===== config.mk =====
export PLATFORM = sky130hd
export DESIGN_NAME = lob_match
export DESIGN_NICKNAME = d
export VERILOG_FILES = /design/src/hw/rtl/lob_pkg.sv /design/src/hw/rtl/lob_match.sv
export SDC_FILE = /design/constraint.sdc
export NUM_CORES = 1
export LEC_CHECK = 0
export BUFFER_PORTS_ARGS = -buffer_cell sky130_fd_sc_hd__clkbuf_2
export CORE_MARGIN = 2
export CORE_UTILIZATION = 23
export DETAILED_ROUTE_END_ITERATION = 16
export PLACE_DENSITY_LB_ADDON = 0.05
export REMOVE_ABC_BUFFERS = 1
export SYNTH_ARGS = -nofsm -noshare
export SYNTH_HDL_FRONTEND = slang
export SYNTH_SLANG_ARGS = --single-unit

===== constraint.sdc =====
create_clock -name vclk -period 5.8
set_input_delay 1.16 -clock vclk [all_inputs]
set_output_delay 1.16 -clock vclk [all_outputs]
set_load 0.01 [all_outputs]

===== src/hw/rtl/lob_pkg.sv =====
// shared types and constants for the level overlap boundary detector
// used by lob_match, lob_hist and level_overlap_boundary_detector; no dependencies
package lob_pkg;

    localparam int MAX_LEVELS = 8;
    localparam int HALF_LEVELS = MAX_LEVELS / 2;
    localparam int LEVEL_W = 16;
    localparam int CNT_W = 4;
    localparam int SUM_W = CNT_W + 1;
    localparam int HIST_SIDE = 9;
    localparam int HIST_BINS = HIST_SIDE * HIST_SIDE;
    localparam int BIN_W = 7;
    localparam int COUNT_W = 32;
    localparam int ROW_W = 48;
    localparam int THR_W = 5;
    localparam int KIND_W = 2;
    localparam int HALF_W = HALF_LEVELS * LEVEL_W;

    localparam logic [THR_W-1:0] THRESHOLD_RESET = THR_W'(4);

    // input word layout
    localparam int S_TDATA_W = 264;
    localparam int ASK_LO_OFS = 0;
    localparam int ASK_HI_OFS = ASK_LO_OFS + HALF_W;
    localparam int BID_LO_OFS = ASK_HI_OFS + HALF_W;
    localparam int BID_HI_OFS = BID_LO_OFS + HALF_W;
    localparam int BIN_IDX_OFS = BID_HI_OFS + HALF_W;
    localparam int S_PAD_W = S_TDATA_W - BIN_IDX_OFS - BIN_W;

    // output word layout
    localparam int M_TDATA_W = 96;
    localparam int M_PAD_W = M_TDATA_W - ROW_W - 2 - 2 * CNT_W - COUNT_W;

    typedef enum logic [KIND_W-1:0] {
        OP_ROW    = 2'd0,
        OP_FINISH = 2'd1,
        OP_READ   = 2'd2
    } op_t;

    typedef struct packed {
        logic             rd;
        logic             bump;
        logic [BIN_W-1:0] addr;
    } hist_req_t;

endpackage


===== src/hw/rtl/lob_match.sv =====
// overlap counter: how many previous levels appear among the current levels
// depends on lob_pkg
module lob_match #(
    parameter int LEVELS = lob_pkg::MAX_LEVELS
) (
    input  logic [lob_pkg::LEVEL_W-1:0] prev_lvl [LEVELS],
    input  logic [lob_pkg::LEVEL_W-1:0] cur_lvl  [LEVELS],
    output logic [lob_pkg::CNT_W-1:0]   count
);

    logic [LEVELS-1:0] hit;

    always_comb begin
        for (int j = 0; j < LEVELS; j++) begin
            hit[j] = 1'b0;
            for (int k = 0; k < LEVELS; k++) begin
                if (prev_lvl[j] == cur_lvl[k]) begin
                    hit[j] = 1'b1;
                end
            end
        end
    end

    always_comb begin
        count = '0;
        for (int j = 0; j < LEVELS; j++) begin
            count = count + lob_pkg::CNT_W'(hit[j]);
        end
    end

endmodule


==> results.sh <==
export IMPL_holdPathStages=9
export IMPL_min_period_ps=6050
export IMPL_vdd_ir_drop_max_mv=0.05746
export IMPL_arrival_ps=4890
export IMPL_final_period_utilization_pct=104.3
export IMPL_status="finished, violations left"
export IMPL_relSlewSlack_pct=49.80
export IMPL_fin_cells=2770
export IMPL_ctsHoldBuffers=0
export IMPL_grt_usage_pct=25.06
export IMPL_wl_mm=79.52
export IMPL_regArea_sq_um=0
export IMPL_vias_per_cell=4.675
export IMPL_setup_viol_count_final=3
export IMPL_power_density_nw_per_um2=90.11
export IMPL_worstHoldPathType="in -> out"
export IMPL_antenna_cells=0
export IMPL_cp_max_fo=5
export IMPL_antenna_found_initial=1
export IMPL_vias=12950
export IMPL_gp_congestion=0.9029
export IMPL_core_sq_um=58910
export IMPL_fin_ws_ps=-250.2
export IMPL_seq_cells=0
export IMPL_fin_util_pct=29.53
export IMPL_worst_pin_slew_ps=746.2
export IMPL_grt_overflow_total=0
export IMPL_synth_area_per_cell_sq_um=8.346
export IMPL_fin_nets=2262
export IMPL_grt_pass1_vias=13054
export IMPL_placedCellCount=2769
export IMPL_port_buffers=260
export IMPL_hold_viol_final=0
export IMPL_std_cell_rows=89
export IMPL_yosysUniqueCellTypes=16
export IMPL_ant_nets=0
export IMPL_syn_cell_area_sq_um=13690
export IMPL_slew_violations=0
export IMPL_ys_seq_area_share_pct=0
export IMPL_n_fill_cell=6377
export IMPL_cp_end_kind="output port"
export IMPL_critPathKind="in -> out"
export IMPL_post_route_drc_count=0
export IMPL_dieArea_sq_um=61480
export IMPL_drv_cap=0
export IMPL_start_kind="primary input"
export IMPL_critPathRequiredTime_ps=4640
export IMPL_rsz0062_at_grt="yes"
export IMPL_dr_pass1_iters=5
export IMPL_syn_inst=1640
export IMPL_start_util_pct=23.24
export IMPL_p_leak_nw=6.317
export IMPL_syn2layout_area_growth_pct=27.08
export IMPL_hpwl_mm=67.35
export IMPL_grt_pass1_wl_mm=107.0
export IMPL_dpl_worst_slack_ps=-713.3
export IMPL_io_pins=260
export IMPL_drive_above_1_share_pct=34.05
export IMPL_grt_max_degree=9
export IMPL_wl_per_cell_microns=28.71
export IMPL_die_width_microns=248.0
export IMPL_clock_buffers=0
export IMPL_die_y_microns=248.0
export IMPL_violations="negative setup slack"
export IMPL_ys_warn_count=0
export IMPL_tns_ps=-447.8
export IMPL_drt_iter0_markers=885
export IMPL_fmax_mhz=165.3
cell families after synthesis:
family	Yosys count	synth area share, %
buffers and inverters	262	17.79
adder cells (fa/ha/maj)	7	0.8593
AND/OR/NAND/NOR	345	15.62
XOR/XNOR	1025	65.69
AO/OA/AOI/OAI	1	0.03653
worst max-delay path, cell delays in order:
cell and delay, ps:
clkbuf_4 190, xnor2_1 190, nand4_1 340, nor4_2 380, nor4_2 90, nand2_1 130, fa_1 480, fa_1 520
inv_2 40, fa_2 520, inv_2 40, ha_4 170, inv_2 50, fa_2 420, inv_2 60, buf_6 90
placed cells by master (no fill, tap or decap), types with 8 or more instances in the layout:
| cell | n |
|---|---|
| xnor2_1 | 737 |
| nand4_1 | 212 |
| xnor2_2 | 31 |
| xor2_1 | 254 |
| nor4_1 | 99 |
| clkbuf_8 | 8 |
| clkbuf_2 | 196 |
| buf_2 | 9 |
| clkbuf_16 | 10 |
| nor4_2 | 19 |
| buf_4 | 335 |
| clkbuf_4 | 20 |
| buf_12 | 23 |
report_power, final:
| group | switching [mW] | leakage, nW | internal, mW |
|---|---|---|---|
| combinational | 0.848 | 6.32 | 0.719 |
| clock | 0 | 0 | 0 |
| sequential | 0 | 0 | 0 |
| total | 0.848 | 6.32 | 0.719 |
repair_timing:
item	4_1_cts	5_1_grt
cloned	0	0
setup buffers	1	1
pin swaps	40	46
hold endpoints to repair	0	0
endpoints found under the setup margin	4	3
resized for setup	110	94
synthesized netlist by cell type, drive strengths merged:
| master | n | area share [%] |
|---|---|---|
| ha | 3 | 0.27 |
| a21oi | 1 | 0.037 |
| fa | 4 | 0.59 |
| nor4 | 124 | 5.7 |
| nor2b | 1 | 0.046 |
| buf | 256 | 18 |
| xor2 | 256 | 16 |
| inv | 6 | 0.16 |
| xnor2 | 769 | 49 |
| nand2 | 6 | 0.16 |
| nor2 | 2 | 0.055 |
| nand4 | 212 | 9.7 |
layout make-up:
type               count  area [sq um]  share of cell area [%]
multi-input cells   1378         11740                   67.47
well taps            773         967.2                   5.560
repair buffers       613          4669                   26.85
inverters              6         22.52                  0.1295
worst paths after layout:
| check | startpoint | slack [ps] | endpoint |
|---|---|---|---|
| max | cur_lvl[3] | -250 | count[1] |
| min | cur_lvl[54] | 3640 | count[0] |
stage by stage:
step	hold slack (ps)	total power [mW]	instance area, sq um
6_report	3638	1.567	17390
5_1_grt	3756	1.659	17390
4_1_cts	3643	1.545	17050
3_5_place_dp	3726	1.500	16470
3_3_place_gp	3703	1.495	16470
2_1_floorplan	2917	0.6325	11280
metal layers:
layer | GRT usage, % | vias up | part of all wire, %
met5 | 0 | - | 0.015
met4 | 3.188 | 2 | 2.0
met3 | 0.7137 | 38 | 4.1
met2 | 43.06 | 386 | 47
met1 | 35.53 | 6458 | 47
li1 | - | 6066 | -
Power figures use the tool's default switching activity.
